## config.mk

```make
export PLATFORM = sky130hd
export DESIGN_NAME = tick_timers_with_button_debounce
export DESIGN_NICKNAME = d
export VERILOG_FILES = /design/src/rtl/ttbd_pkg.sv /design/src/rtl/tick_timers_with_button_debounce.sv
export SDC_FILE = /design/constraint.sdc
export NUM_CORES = 1
export LEC_CHECK = 0
export ABC_AREA = 1
export BUFFER_PORTS_ARGS = -buffer_cell sky130_fd_sc_hd__clkbuf_2
export CORE_ASPECT_RATIO = 0.5
export CORE_MARGIN = 2
export CORE_UTILIZATION = 30
export DETAILED_ROUTE_END_ITERATION = 6
export PLACE_DENSITY_LB_ADDON = 0.15
export SLEW_MARGIN = 20
export SYNTH_ARGS = -nofsm -noshare
export SYNTH_HDL_FRONTEND = slang
export SYNTH_SLANG_ARGS = --single-unit
```

## constraint.sdc

```tcl
create_clock -name i_clk -period 2.6 [get_ports i_clk]
set_input_delay 0.52 -clock i_clk [delete_from_list [all_inputs] [get_ports i_clk]]
set_output_delay 0.52 -clock i_clk [all_outputs]
set_load 0.02 [all_outputs]
```

## src/rtl/ttbd_pkg.sv

```systemverilog
// Package: shared types and codes for the tick timers with button debounce block.
package ttbd_pkg;

    // Input item operation codes
    typedef enum logic [1:0] {
        MODE_TICK      = 2'd0,
        MODE_START_LED = 2'd1,
        MODE_FIRE_FLSH = 2'd2,
        MODE_SET_OFF   = 2'd3
    } t_mode;

    // Configuration register indexes
    localparam logic [7:0] CFG_FLASH_PULSE_TICKS = 8'd0;
    localparam logic [7:0] CFG_SETTLE_COUNT      = 8'd1;

    // Configuration reset values
    localparam logic [7:0] FLASH_PULSE_RESET = 8'd6;
    localparam logic [7:0] SETTLE_RESET      = 8'd5;

    // One input item
    typedef struct packed {
        logic [1:0]  mode;
        logic [31:0] value;
        logic        button_level;
    } t_in_item;

    // One result item
    typedef struct packed {
        logic        led_on;
        logic        flash_out;
        logic [31:0] off_remaining;
        logic        button_stable;
        logic [15:0] button_duration;
    } t_out_item;

endpackage

```

## src/rtl/tick_timers_with_button_debounce.sv

```systemverilog
// Top level: LED and flash one-shot timers, off-interval countdown and button debouncer.
//
// Each accepted transaction is a tick or a command, applied to the timer and
// debounce state in the cycle it is accepted; its result lands in the output
// register on the same edge. One transaction is taken every cycle unless the
// output stalls: the input is ready whenever the output register is empty or
// is being drained, so the sustained rate is one item per clock. The button
// is sampled on every SAMPLE_PERIOD-th tick, starting with the first tick
// after reset. Configuration writes are always ready and take effect on the
// next transaction; writes to unknown indexes are dropped.
module tick_timers_with_button_debounce
    import ttbd_pkg::*;
#(
    parameter int SAMPLE_PERIOD = 4
) (
    input  logic       i_clk,
    input  logic       i_rst_n,
    input  logic       i_in_valid,
    output logic       o_in_ready,
    input  t_in_item   i_in_data,
    output logic       o_out_valid,
    input  logic       i_out_ready,
    output t_out_item  o_out_data,
    input  logic       i_cfg_valid,
    output logic       o_cfg_ready,
    input  logic [7:0] i_cfg_index,
    input  logic [7:0] i_cfg_data
);

    localparam int PHASE_W = (SAMPLE_PERIOD > 1) ? $clog2(SAMPLE_PERIOD) : 1;
    localparam logic [PHASE_W-1:0] PHASE_LAST = PHASE_W'(SAMPLE_PERIOD - 1);
    localparam logic [15:0] DUR_STEP = 16'(SAMPLE_PERIOD);

    // Configuration registers
    logic [7:0] r_flash_pulse_ticks;
    logic [7:0] r_settle_count;

    // Timer and debounce state
    logic [15:0]        r_led_count,      n_led_count;
    logic               r_led_drive,      n_led_drive;
    logic [7:0]         r_flash_count,    n_flash_count;
    logic               r_flash_drive,    n_flash_drive;
    logic [31:0]        r_off_count,      n_off_count;
    logic [PHASE_W-1:0] r_tick_phase,     n_tick_phase;
    logic               r_prev_sample,    n_prev_sample;
    logic [7:0]         r_settle_left,    n_settle_left;
    logic               r_stable_level,   n_stable_level;
    logic [15:0]        r_level_duration, n_level_duration;

    // Output register
    logic      r_out_valid;
    t_out_item r_out_data;

    logic  in_fire;
    t_mode mode;

    assign o_in_ready  = !r_out_valid || i_out_ready;
    assign in_fire     = i_in_valid && o_in_ready;
    assign o_cfg_ready = 1'b1;
    assign o_out_valid = r_out_valid;
    assign o_out_data  = r_out_data;
    assign mode        = t_mode'(i_in_data.mode);

    // Take configuration writes
    always_ff @(posedge i_clk) begin
        if (!i_rst_n) begin
            r_flash_pulse_ticks <= FLASH_PULSE_RESET;
            r_settle_count      <= SETTLE_RESET;
        end else if (i_cfg_valid) begin
            if (i_cfg_index == CFG_FLASH_PULSE_TICKS) begin
                r_flash_pulse_ticks <= i_cfg_data;
            end else if (i_cfg_index == CFG_SETTLE_COUNT) begin
                r_settle_count <= i_cfg_data;
            end
        end
    end

    // Compute next state for the incoming transaction
    always_comb begin
        n_led_count      = r_led_count;
        n_led_drive      = r_led_drive;
        n_flash_count    = r_flash_count;
        n_flash_drive    = r_flash_drive;
        n_off_count      = r_off_count;
        n_tick_phase     = r_tick_phase;
        n_prev_sample    = r_prev_sample;
        n_settle_left    = r_settle_left;
        n_stable_level   = r_stable_level;
        n_level_duration = r_level_duration;
        case (mode)
            MODE_TICK: begin
                // Count the one-shots down; drop the drive on reaching zero
                if (r_led_count != 16'd0) begin
                    n_led_count = r_led_count - 16'd1;
                    if (r_led_count == 16'd1) begin
                        n_led_drive = 1'b0;
                    end
                end
                if (r_flash_count != 8'd0) begin
                    n_flash_count = r_flash_count - 8'd1;
                    if (r_flash_count == 8'd1) begin
                        n_flash_drive = 1'b0;
                    end
                end
                if (r_off_count != 32'd0) begin
                    n_off_count = r_off_count - 32'd1;
                end
                // Sample the button at phase zero
                if (r_tick_phase == '0) begin
                    if (i_in_data.button_level != r_prev_sample) begin
                        n_settle_left    = r_settle_count;
                        n_level_duration = 16'd0;
                    end else if (r_settle_left == 8'd0) begin
                        n_stable_level   = i_in_data.button_level;
                        n_level_duration = r_level_duration + DUR_STEP;
                    end else begin
                        n_settle_left = r_settle_left - 8'd1;
                    end
                    n_prev_sample = i_in_data.button_level;
                end
                // Advance the sample phase
                if (r_tick_phase == PHASE_LAST) begin
                    n_tick_phase = '0;
                end else begin
                    n_tick_phase = r_tick_phase + PHASE_W'(1);
                end
            end
            MODE_START_LED: begin
                n_led_count = i_in_data.value[15:0];
                n_led_drive = 1'b1;
            end
            MODE_FIRE_FLSH: begin
                n_flash_count = r_flash_pulse_ticks;
                n_flash_drive = 1'b1;
            end
            MODE_SET_OFF: begin
                n_off_count = i_in_data.value;
            end
            default: begin
                n_off_count = r_off_count;
            end
        endcase
    end

    // Update state and output register on an accepted transaction
    always_ff @(posedge i_clk) begin
        if (!i_rst_n) begin
            r_led_count      <= 16'd0;
            r_led_drive      <= 1'b0;
            r_flash_count    <= 8'd0;
            r_flash_drive    <= 1'b0;
            r_off_count      <= 32'd0;
            r_tick_phase     <= '0;
            r_prev_sample    <= 1'b0;
            r_settle_left    <= 8'd0;
            r_stable_level   <= 1'b1;
            r_level_duration <= 16'd0;
            r_out_valid      <= 1'b0;
        end else begin
            if (in_fire) begin
                r_led_count      <= n_led_count;
                r_led_drive      <= n_led_drive;
                r_flash_count    <= n_flash_count;
                r_flash_drive    <= n_flash_drive;
                r_off_count      <= n_off_count;
                r_tick_phase     <= n_tick_phase;
                r_prev_sample    <= n_prev_sample;
                r_settle_left    <= n_settle_left;
                r_stable_level   <= n_stable_level;
                r_level_duration <= n_level_duration;
                r_out_valid      <= 1'b1;
            end else if (i_out_ready) begin
                r_out_valid <= 1'b0;
            end
        end
    end

    // Hold the result payload
    always_ff @(posedge i_clk) begin
        if (in_fire) begin
            r_out_data.led_on          <= n_led_drive;
            r_out_data.flash_out       <= n_flash_drive;
            r_out_data.off_remaining   <= n_off_count;
            r_out_data.button_stable   <= n_stable_level;
            r_out_data.button_duration <= n_level_duration;
        end
    end

    // An LED timer with its drive off never holds a running count
    a_led_idle: assert property (@(posedge i_clk) disable iff (!i_rst_n)
        !r_led_drive |-> (r_led_count == 16'd0))
        else $error("LED count running with drive off");

    // An idle flash timer never leaves a count behind
    a_flash_idle: assert property (@(posedge i_clk) disable iff (!i_rst_n)
        !r_flash_drive |-> (r_flash_count == 8'd0))
        else $error("flash count running with drive off");

    // An accepted transaction always produces a result next cycle
    a_result: assert property (@(posedge i_clk) disable iff (!i_rst_n)
        in_fire |=> (r_out_valid && (r_out_data.off_remaining == r_off_count)))
        else $error("accepted transaction produced no matching result");

endmodule
```

==> results of run 1 <==
==> cell families after synthesis <==
family	count (synthesis)	synth area share
AND/OR/NAND/NOR	511	0.271
other	1	0.000438
AO/OA/AOI/OAI	278	0.175
flip-flops	154	0.419
adder cells (fa/ha/maj)	13	0.0190
XOR/XNOR	21	0.0215
buffers and inverters	197	0.0932
==> synthesized netlist by cell type, types with 2 or more instances <==
cell	count	area [sq um]
xor2_1	9	78.8
nand3_1	87	435
a31oi_1	12	75.1
nor2_4	10	113
o211ai_1	7	52.6
buf_2	8	40.0
o31ai_1	2	15.0
nand2_2	7	43.8
nor3_1	6	30.0
dfxtp_1	103	2060
xnor2_1	12	105
or2_2	3	18.8
a21oi_1	110	551
nand4_4	2	42.5
o21ai_2	12	105
inv_1	143	537
a211oi_1	6	45.0
inv_2	4	15.0
nand3b_1	3	22.5
nand2_1	224	841
nor3_2	2	20.0
nand4_1	22	138
nand3_2	2	20.0
o21ai_0	108	541
buf_4	3	22.5
ha_1	13	163
nor2_1	125	469
nor2_2	14	87.6
nor4_1	2	12.5
o21ai_1	18	90.1
clkbuf_1	32	120
edfxtp_1	51	1530
buf_6	5	56.3
==> registers in the layout (all words and copies together) (netlist names) <==
name / flops
r_settle_left: 8
r_tick_phase: 2
r_settle_count: 8
r_flash_count: 8
r_led_drive: 1
r_flash_pulse_ticks: 8
r_off_count: 32
r_stable_level: 1
o_out_valid: 1
r_led_count: 16
r_prev_sample: 1
r_level_duration: 16
r_flash_drive: 1
o_out_data: 51
==> area by class of cell <==
type                            instances  area (sq um)  area share
Multi-Input combinational cell        824          4180       0.414
Sequential cell                       154          3590       0.356
Timing Repair Buffer                  124           673      0.0667
Inverter                              148           558      0.0553
Clock buffer                           26           552      0.0547
Tap cell                              382           478      0.0474
Clock inverter                          5          53.8     0.00533
==> report_power, final <==
part,internal [mW],switching (mW),total [mW]
combinational,0.493,0.996,1.49
clock,1.55,1.01,2.56
sequential,2.70,0.153,2.85
==> worst paths after layout <==
kind	from	end	slack, ns	cells past startpoint
worst max register to register	r_off_count[0]$_SDFFE_PN0P_	o_out_data[25]$_DFFE_PP_	0.51	10
worst min-delay path	i_cfg_data[1]	r_flash_pulse_ticks[1]$_SDFFE_PN1P_	0.31	3
worst max-delay path	r_off_count[0]$_SDFFE_PN0P_	o_out_data[25]$_DFFE_PP_	0.51	10
worst min register to register	r_level_duration[0]$_SDFFE_PN0P_	r_level_duration[0]$_SDFFE_PN0P_	0.44	2
==> critical path: stages (launching register included) <==
cell and delay, ns:
dfxtp_1 0.33, inv_1 0.13, ha_1 0.36, nand2_4 0.15, nor2_8 0.19, nand4_4 0.11
buf_4 0.22, nand3_1 0.10, nand2_1 0.06, o21ai_1 0.11, inv_1 0.08
==> through the flow <==
stage / worst slack (ns) / std cells
finish: 0.513 / 1663
global route: 0.299 / 1663
CTS: 0.508 / 1663
detailed placement: 0.232 / 1632
global placement: 0.313 / 1632
floorplan: 0.293 / 1175
==> per-layer routing <==
layer | vias to the layer above | part of all wire
met4 | 2 | 0.014
met2 | 118 | 0.46
met5 | - | 0.00039
met3 | 25 | 0.044
met1 | 3685 | 0.48
li1 | 4077 | -
==> summary.txt, run 1 <==
Outcome
  • Status: complete, no violations

GRT
  • GRT overflow: 0
  • Pin count of the biggest net entering global routing: 84
  • Met1 usage: 0.199
  • Vias in the first global route: 7614
  • Global Route Usage Sum: 0.160
  • Most used routing layer: met2
  • Global-route wire length before repair: 37.8 mm
  • GR Util met3: 0.0462
  • Initial antenna violation count: 2
  • Met2 usage: 0.270

Clocking
  • Clk sinks: 154
  • Cts repair resizes: 0
  • CTS buffer count: 17
  • # Post-CTS Setup Buffers: 0
  • Hold_buf cts: 0
  • CTS max path bufs: 2
  • Clock latency on the worst-skew pair: 0.44 ns
  • CTS tree: built
  • H-tree Lvls: 4
  • Worst-path clk slew: 0.06 ns
  • CTS root buf: clkbuf_16

Route
  • Initial DRT Pass Iterations: 5
  • ANT nets after route: 0
  • DR DRC count: 0
  • Vias: 7907
  • Total Wirelength: 23.4 mm
  • Iter 0 DRT Violations: 558
  • Post-DR vias/cell: 4.75
  • Drt wl/cell: 14.0 microns

Finish
  • Fillers: 2995
  • Commonest cells after routing, fill and taps aside: nand2_1 (224), inv_1 (142), nor2_1 (125)
  • Fraction of layout cells with a size suffix above 1: 0.166
  • Share of the core filled with cells: 0.362
  • Final instance area: 10100 sq um
  • # nets final: 1338
  • Commonest non-fill, non-tap cell in the layout: nand2_1
  • P&R area growth vs syn: 17.7%
  • N_diodes: 0

Timing
  • RSZ-0062 raised after global routing: false
  • Max-slew headroom: 0.417
  • Fmax: 479 MHz
  • Hold_ws: 0.309 ns
  • Final Setup Violations: 0
  • Final cycle utilization of the critical path: 0.803
  • Final number of max-transition violations: 0
  • Worst slew pin tran: 0.873 ns
  • Hold Vio Cnt, Final: 0
  • Setup TNS: 0 ns
  • Clock skew: 0.00654 ns
  • Final min period: 2.09 ns

Floorplanning
  • Die height: 124 microns
  • Ports: 110
  • Die Width: 243 microns
  • Die area: 30000 sq um
  • Initial Utilization: 0.307
  • Row count: 43
  • Core Region: 27900 sq um

Synthesis
  • Async SR Flop Fraction: 0
  • Library cells used by synthesis: 41
  • Post-synth EDFFs: 51
  • Post-synthesis register bit count: 154
  • Syn avg cell area: 7.29 sq um
  • Mapped Nets: 1244
  • Cells after Synth: 1175
  • Sequential element share of the synthesized area: 0.419
  • Top_reg_cell synth: dfxtp_1
  • Synth Cell Area: 8570 sq um
  • Synth warn: 0

Min path
  • HP Class: primary input to flip-flop

Critical path
  • CP Class: flip-flop to flip-flop
  • Crit path required time: 2.79 ns
  • Worst setup SP type: flip-flop
  • Data arrival, critical path: 2.28 ns
  • Endpoint class of the critical path: flip-flop
  • Max FO, Critical Path: 18

Pwr
  • Leakage: 4.54 nW
  • Power Dens Cells: 685 nW/um^2
  • Worst VDD drop: 0.501 mV
  • PnR Total Power: 6.91 mW

Placement
  • Buffers on Ports: 108
  • Final Wtd Congestion: 0.909
  • DP Wirelength: 16.8 mm
  • Dpl cell area: 9480 sq um

Run
  • Number of max-cap violations: 0
Power figures use the tool's default switching activity.
==> run 2, diff against run 1 <==
--- a/config.mk
+++ b/config.mk
@@ -5,7 +5,7 @@
 export SDC_FILE = /design/constraint.sdc
 export NUM_CORES = 1
 export LEC_CHECK = 0
-export ABC_AREA = 1
+export ABC_AREA = 0
 export BUFFER_PORTS_ARGS = -buffer_cell sky130_fd_sc_hd__clkbuf_2
 export CORE_ASPECT_RATIO = 0.5
 export CORE_MARGIN = 2
==> constraint.sdc (replaced) <==
create_clock -name i_clk -period 1.7 [get_ports i_clk]
set_input_delay 0.34 -clock i_clk [delete_from_list [all_inputs] [get_ports i_clk]]
set_output_delay 0.34 -clock i_clk [all_outputs]
set_load 0.02 [all_outputs]
==> run 2 against run 1 <==
Effect of this change: the flow now finishes with violations (setup timing); total power is 71% higher; largest cell class unchanged; highest routed layer is now met4; sequential power is 46% higher; clock skew is 0.0058 ns higher; critical endpoint is now o_out_data[12]$_DFFE_PP_; design area is 37% higher; final cell count is 5.1% higher.
==> summary.txt, run 2 <==
Timing
  • Hold Vio Cnt, Final: 0 (unchanged)
  • Final setup margin: -0.604 ns (was 0.513 ns)
  • Final Setup Violations: 119 (was 0)
  • Fmax: 434 MHz (was 479 MHz)
  • RSZ-0062 raised after global routing: true (was false)
  • Final number of max-transition violations: 0 (unchanged)
  • Max-slew headroom: 0.565 (was 0.417)
  • Worst slew pin tran: 0.650 ns (was 0.873 ns)
  • Final min period: 2.30 ns (was 2.09 ns)
  • Clock skew: 0.0123 ns (was 0.00654 ns)
  • Hold_ws: 0.130 ns (was 0.309 ns)
  • Final cycle utilization of the critical path: 1.36 (was 0.803)

Clocking
  • Clk sinks: 154 (unchanged)
  • Hold_buf cts: 0 (unchanged)
  • H-tree Lvls: 4 (unchanged)
  • CTS buffer count: 17 (unchanged)
  • CTS root buf: clkbuf_16 (unchanged)
  • CTS tree: built (unchanged)
  • CTS max path bufs: 2 (unchanged)
  • Clock latency on the worst-skew pair: 0.46 ns (was 0.44 ns)
  • Worst-path clk slew: 0.06 ns (about the same)

Synthesis
  • Async SR Flop Fraction: 0 (unchanged)
  • Top-area cell type share of the netlist area: 0.246 (was 0.241)
  • Top_reg_cell synth: dfxtp_1 (unchanged)
  • Syn avg cell area: 8.42 sq um (was 7.29 sq um)
  • Cells after Synth: 997 (was 1175)
  • Post-synth EDFFs: 51 (unchanged)
  • Synth Cell Area: 8400 sq um (was 8570 sq um)
  • Synth cell count leaders: nor2_1 (112), nand2_1 (109), dfxtp_1 (103) (was nand2_1 (224), inv_1 (143), nor2_1 (125))
  • Main area contributors after synthesis: dfxtp_1 (25%), edfxtp_1 (18%), o21ai_0 (5.2%) (was dfxtp_1 (24%), edfxtp_1 (18%), nand2_1 (9.8%))
  • Post-synthesis register bit count: 154 (unchanged)
  • Library cells used by synthesis: 78 (was 41)
  • Mapped Nets: 1066 (was 1244)
  • Post-synth top area cell: dfxtp_1 (unchanged)
  • Top-count cell post-synth: nor2_1 (was nand2_1)
  • Synth warn: 0 (unchanged)
  • Sequential element share of the synthesized area: 0.428 (was 0.419)

Placement
  • Buffers on Ports: 108 (unchanged)
  • Pre-CTS setup slack: -0.688 ns (was 0.232 ns)
  • Placed Cells: 1669 (was 1632)
  • Final Wtd Congestion: 0.857 (was 0.909)
  • DP Wirelength: 21.4 mm (was 16.8 mm)

Route
  • ANT nets after route: 0 (unchanged)
  • Post-DR vias/cell: 5.28 (was 4.75)
  • Total Wirelength: 31.3 mm (was 23.4 mm)
  • Vias: 9222 (was 7907)
  • Iter 0 DRT Violations: 624 (was 558)
  • Initial DRT Pass Iterations: 4 (was 5)
  • Drt wl/cell: 17.9 microns (was 14.0 microns)
  • DR DRC count: 0 (unchanged)

Floorplanning
  • Initial Utilization: 0.304 (was 0.307)
  • Die Width: 241 microns (was 243 microns)
  • Die area: 29400 sq um (was 30000 sq um)
  • Core Region: 27600 sq um (was 27900 sq um)
  • Row count: 43 (unchanged)
  • Ports: 110 (unchanged)
  • Die height: 122 microns (was 124 microns)

GRT
  • GRT overflow: 0 (unchanged)
  • Global Route Usage Sum: 0.212 (was 0.160)
  • Vias in the first global route: 8912 (was 7614)
  • Initial antenna violation count: 0 (was 2)
  • Pin count of the biggest net entering global routing: 70 (was 84)
  • Global-route wire length before repair: 48.3 mm (was 37.8 mm)

Finish
  • Share of the core filled with cells: 0.499 (was 0.362)
  • P&R area growth vs syn: 64.1% (was 17.7%)
  • Layout Cells excl Fill: 1748 (was 1663)
  • Fraction of layout cells with a size suffix above 1: 0.501 (was 0.166)
  • # nets final: 1424 (was 1338)
  • Max reg flops: 51 (unchanged)
  • N_diodes: 0 (unchanged)
  • Commonest cells after routing, fill and taps aside: buf_4 (235), clkbuf_2 (108), nor2_1 (103) (was nand2_1 (224), inv_1 (142), nor2_1 (125))
  • Commonest non-fill, non-tap cell in the layout: buf_4 (was nand2_1)

Critical path
  • Crit path required time: 2.00 ns (was 2.79 ns)
  • CP Class: flip-flop to flip-flop (unchanged)
  • Data arrival, critical path: 2.60 ns (was 2.28 ns)
  • Max FO, Critical Path: 5 (was 18)
  • Worst setup SP type: flip-flop (unchanged)
  • Endpoint class of the critical path: flip-flop (unchanged)
  • R2R depth: 8 (was 10)

Pwr
  • Worst VDD drop: 0.779 mV (was 0.501 mV)
  • Power Dens Cells: 856 nW/um^2 (was 685 nW/um^2)
  • Leakage: 5.61 nW (was 4.54 nW)

Outcome
  • Status: finished, violations left (was complete, no violations)
  • Failing checks: setup timing

Min path
  • HP Class: primary input to flip-flop (unchanged)
  • WHS Path Cells: 3 (unchanged)

Run
  • Number of max-cap violations: 0 (unchanged)
==> run 2: cell count changes in the layout (fill, tap and decap cells not counted), sizes merged, moves of 14 or more <==
cell / change
buf: +281
nand2: -123
inv: -118
nand3: -55
o21ai: -49
nor2: -37
a21oi: -33
nor3: +26
nor4: +23
mux2i: +22
a22oi: +14
==> run 2: path summary, 6_finish.rpt <==
| check | startpoint | endpoint | slack, ns |
|---|---|---|---|
| hold reg to reg | r_flash_drive$_SDFFE_PN0P_ | r_flash_drive$_SDFFE_PN0P_ | 0.46 |
| setup / recovery | r_settle_left[1]$_SDFFE_PN0P_ | o_out_data[12]$_DFFE_PP_ | -0.60 |
| hold / removal | i_in_valid | o_out_valid$_SDFFE_PN0P_ | 0.13 |
| setup reg to reg | r_settle_left[1]$_SDFFE_PN0P_ | o_out_data[12]$_DFFE_PP_ | -0.60 |
==> run 2: cells by family (layout without fill, tap and decap cells) <==
kind of cell	after synthesis	after routing	synth area share
other	1	1	0.000447
buffers and inverters	94	463	0.0438
AND/OR/NAND/NOR	405	405	0.246
adder cells (fa/ha/maj)	13	13	0.0194
XOR/XNOR	15	15	0.0156
multiplexers	23	23	0.0276
AO/OA/AOI/OAI	292	292	0.219
flip-flops	154	154	0.428
==> run 2: critical path, cell delays in order (launching register included) <==
cell and delay [ns]:
dfxtp_2 0.32, inv_2 0.06, ha_4 0.13, or4b_4 0.47, buf_6 0.15, nor4_4 0.32, nand3_4 0.16, or3_1 0.37
a21oi_1 0.17
==> run 2: repair_timing <==
item                                    in CTS  in global routing
endpoints found under the setup margin     122                127
gates cloned                                 3                  0
gates resized for setup                    138                154
pin swaps                                   73                 90
buffers inserted                            37                 19
==> run 2: layer usage <==
layer / global-route usage / share of wire / wire, microns
met4: 0.0691 / 0.019 / 597
met2: 0.344 / 0.47 / 14700
met3: 0.0376 / 0.048 / 1490
met1: 0.287 / 0.46 / 14500
met5: 0 / 0 / 0
==> run 2: cell type report <==
class                           instances  area [sq um]
Clock buffer                           25           538
Clock inverter                          5          30.0
Fill cell                            2563         13800
Inverter                               28           133
Multi-Input combinational cell        749          5860
Sequential cell                       154          3630
Tap cell                              382           478
Timing Repair Buffer                  405          3110
==> run 2: stage by stage <==
stage | TNS (ns) | instance area (sq um) | total power [mW]
2_1_floorplan | -29.78 | 8950 | 5.89
3_3_place_gp | -52.17 | 11600 | 7.24
3_5_place_dp | -54.23 | 11600 | 7.26
4_1_cts | -42.12 | 13000 | 11.5
5_1_grt | -52.90 | 13800 | 12.3
6_report | -45.21 | 13800 | 11.8
==> run 2: power by group <==
| group | switching (mW) | internal [mW] | leakage [nW] |
|---|---|---|---|
| combinational | 2.08 | 1.77 | 3.97 |
| sequential | 0.136 | 4.03 | 1.36 |
| clock | 1.61 | 2.18 | 0.282 |
==> run 3, diff against run 2 <==
--- a/config.mk
+++ b/config.mk
@@ -9,9 +9,9 @@
 export BUFFER_PORTS_ARGS = -buffer_cell sky130_fd_sc_hd__clkbuf_2
 export CORE_ASPECT_RATIO = 0.5
 export CORE_MARGIN = 2
-export CORE_UTILIZATION = 30
+export CORE_UTILIZATION = 47
 export DETAILED_ROUTE_END_ITERATION = 6
-export PLACE_DENSITY_LB_ADDON = 0.15
+export PLACE_DENSITY_LB_ADDON = 0.3
 export SLEW_MARGIN = 20
 export SYNTH_ARGS = -nofsm -noshare
 export SYNTH_HDL_FRONTEND = slang
==> run 3 against run 2 <==
Effect of this change: the run still ends with setup timing left; clock-buffer cell count decreased by 8; sequential share of layout area increased by 0.68 points; final cell count decreased by 8.7%; largest cell class unchanged; setup slack got worse by 0.11 ns; register-to-register slack got worse by 0.11 ns; largest power group unchanged; maximum frequency fell by 4.6%; critical path depth is 2 higher; design area fell by 2.9%; clock power shrank 5%.
==> summary.txt, run 3 (synthesis gave the netlist of run 2 again) <==
Outcome
  • Status: finished, violations left (unchanged)
  • Failing checks: setup timing (unchanged)

Route
  • ANT nets after route: 0 (unchanged)
  • Post-DR vias/cell: 6.29 (was 5.28)
  • Drt wl/cell: 21.0 microns (was 17.9 microns)
  • Initial DRT Pass Iterations: 6 (was 4)
  • Vias: 10000 (was 9222)
  • DR DRC count: 0 (unchanged)
  • Iter 0 DRT Violations: 1006 (was 624)
  • Total Wirelength: 33.6 mm (was 31.3 mm)

Placement
  • Final Wtd Congestion: 0.982 (was 0.857)
  • Dpl cell area: 11300 sq um (was 11600 sq um)
  • Pre-CTS setup slack: -0.647 ns (was -0.688 ns)
  • Buffers on Ports: 108 (unchanged)
  • Placed Cells: 1520 (was 1669)
  • DP Wirelength: 20.0 mm (was 21.4 mm)

Pwr
  • Power Dens Cells: 875 nW/um^2 (was 856 nW/um^2)
  • PnR Total Power: 11.7 mW (was 11.8 mW)
  • Leakage: 5.51 nW (was 5.61 nW)
  • Worst VDD drop: 0.854 mV (was 0.779 mV)

Finish
  • Commonest cells after routing, fill and taps aside: buf_4 (233), clkbuf_2 (108), nor2_1 (102) (was buf_4 (235), clkbuf_2 (108), nor2_1 (103))
  • N_diodes: 0 (unchanged)
  • Max reg flops: 51 (unchanged)
  • Final instance area: 13400 sq um (was 13800 sq um)
  • Commonest non-fill, non-tap cell in the layout: buf_4 (unchanged)
  • # nets final: 1418 (was 1424)
  • Layout Cells excl Fill: 1596 (was 1748)
  • Fraction of layout cells with a size suffix above 1: 0.481 (was 0.501)
  • P&R area growth vs syn: 59.3% (was 64.1%)

Timing
  • Setup TNS: -50.28 ns (was -45.21 ns)
  • Final cycle utilization of the critical path: 1.42 (was 1.36)
  • Final Setup Violations: 104 (was 119)
  • Worst slew pin tran: 0.557 ns (was 0.650 ns)
  • Final number of max-transition violations: 0 (unchanged)
  • Clock skew: 0.0134 ns (was 0.0123 ns)
  • RSZ-0062 raised after global routing: true (unchanged)
  • Final min period: 2.42 ns (was 2.30 ns)
  • Max-slew headroom: 0.628 (was 0.565)
  • Final setup margin: -0.716 ns (was -0.604 ns)
  • Hold Vio Cnt, Final: 0 (unchanged)
  • Fmax: 414 MHz (was 434 MHz)

Clocking
  • H-tree Lvls: 4 (unchanged)
  • CTS root buf: clkbuf_16 (unchanged)
  • Worst-path clk slew: 0.07 ns (was 0.06 ns)
  • Hold_buf cts: 0 (unchanged)
  • CTS buffer count: 17 (unchanged)
  • CTS max path bufs: 2 (unchanged)
  • Clk sinks: 154 (unchanged)
  • CTS tree: built (unchanged)
  • Clock latency on the worst-skew pair: 0.44 ns (was 0.46 ns)

Floorplanning
  • Row count: 34 (was 43)
  • Die height: 98.5 microns (was 122 microns)
  • Die Width: 193 microns (was 241 microns)
  • Ports: 110 (unchanged)
  • Die area: 19000 sq um (was 29400 sq um)
  • Initial Utilization: 0.481 (was 0.304)
  • Core Region: 17400 sq um (was 27600 sq um)

Critical path
  • Critical path's largest stage delay: 0.48 ns (was 0.47 ns)
  • CP delay by family, top: simple AND/OR/NAND/NOR gates (unchanged)
  • Worst setup path endpoint: o_out_data[8]$_DFFE_PP_ (was o_out_data[12]$_DFFE_PP_)
  • R2R depth: 10 (was 8)
  • Worst setup SP type: flip-flop (unchanged)
  • Data arrival, critical path: 2.61 ns (was 2.60 ns)
  • Endpoint class of the critical path: flip-flop (unchanged)
  • CP max stage cell: or4b_4 (unchanged)
  • Critical path depth in cells: 10 (was 8)
  • Max FO, Critical Path: 3 (was 5)
  • End of the worst register-to-register path: o_out_data[8]$_DFFE_PP_ (was o_out_data[12]$_DFFE_PP_)
  • FF-to-FF setup slack: -0.72 ns (was -0.60 ns)
  • Crit path launch: r_settle_left[0]$_SDFFE_PN0P_ (was r_settle_left[1]$_SDFFE_PN0P_)
  • CP Class: flip-flop to flip-flop (unchanged)
  • Worst r2r src: r_settle_left[0]$_SDFFE_PN0P_ (was r_settle_left[1]$_SDFFE_PN0P_)
  • Critical path cell sequence: inv_2 > ha_4 > or4b_4 > buf_6 > buf_4 > nor4_4 > and3_4 > and4_4 > xnor2_1 > nor2_1 (was inv_2 > ha_4 > or4b_4 > buf_6 > nor4_4 > nand3_4 > or3_1 > a21oi_1)
  • Crit path required time: 1.89 ns (was 2.00 ns)
  • Worst path bufs/invs: 3 (was 2)

GRT
  • Vias in the first global route: 9453 (was 8912)
  • Global-route wire length before repair: 48.3 mm (about the same)
  • Global Route Usage Sum: 0.321 (was 0.212)
  • GRT overflow: 0 (unchanged)
  • Initial antenna violation count: 0 (unchanged)
  • Pin count of the biggest net entering global routing: 70 (unchanged)

Min path
  • HP Class: primary input to flip-flop (unchanged)

Run
  • Number of max-cap violations: 0 (unchanged)
## run 3: cell count changes in the layout (fill, tap and decap cells not counted), sizes merged
cell | previous run | this run
inv | 29 | 35
clkinvlp | 1 | 3
clkinv | 3 | 5
buf | 297 | 290
clkbuf | 133 | 126
## run 3: cell type report
| type | instances | area [sq um] |
|---|---|---|
| Inverter | 28 | 128 |
| Sequential cell | 154 | 3620 |
| Multi-Input combinational cell | 749 | 5770 |
| Clock buffer | 17 | 425 |
| Timing Repair Buffer | 399 | 3030 |
| Clock inverter | 15 | 116 |
| Tap cell | 234 | 293 |
| Fill cell | 1081 | 4070 |
## run 3: metrics by stage
stage,hold slack (ns),util
after floorplan,0.432,-
after global placement,0.440,0.651
after detailed placement,0.447,0.651
after CTS,0.132,0.726
after global routing,0.161,0.767
final,0.135,0.767
## run 3: repair_timing
| item | CTS | global route |
|---|---|---|
| cloned | 0 | 2 |
| pin swaps | 74 | 63 |
| gates resized for setup | 123 | 121 |
| setup buffers | 27 | 23 |
| setup endpoints to repair | 109 | 132 |
## run 3: worst min path at each step
stage,from,to,slack [ns],depth (start not counted)
detailed placement,r_led_drive$_SDFFE_PN0P_,r_led_drive$_SDFFE_PN0P_,0.45,2
floorplan,r_led_drive$_SDFFE_PN0P_,r_led_drive$_SDFFE_PN0P_,0.43,2
CTS,i_in_valid,o_out_valid$_SDFFE_PN0P_,0.13,3
global route,i_in_valid,o_out_valid$_SDFFE_PN0P_,0.16,3
finish,i_in_valid,o_out_valid$_SDFFE_PN0P_,0.13,3
global placement,r_led_drive$_SDFFE_PN0P_,r_led_drive$_SDFFE_PN0P_,0.44,2
## run 3: layer usage
layer  part of all wire  track usage  vias up
met4              0.049        0.126        0
met3              0.097       0.0691      172
met5                  0            0        -
met1               0.39        0.408     4790
li1                   -            -     4403
met2               0.47        0.535      667
## run 3: report_power, final
| part | switching, mW | internal, mW | leakage, nW |
|---|---|---|---|
| Sequential | 0.148 | 4.03 | 1.35 |
| Clock | 1.71 | 1.89 | 0.262 |
| Combinational | 2.16 | 1.77 | 3.89 |
## run 3: worst min-delay path: cells and delay by family
family | cells | cell delay [ns]
AOI/OAI and AO/OA | 1 | 0.05
buffers and inverters | 2 | 0.13
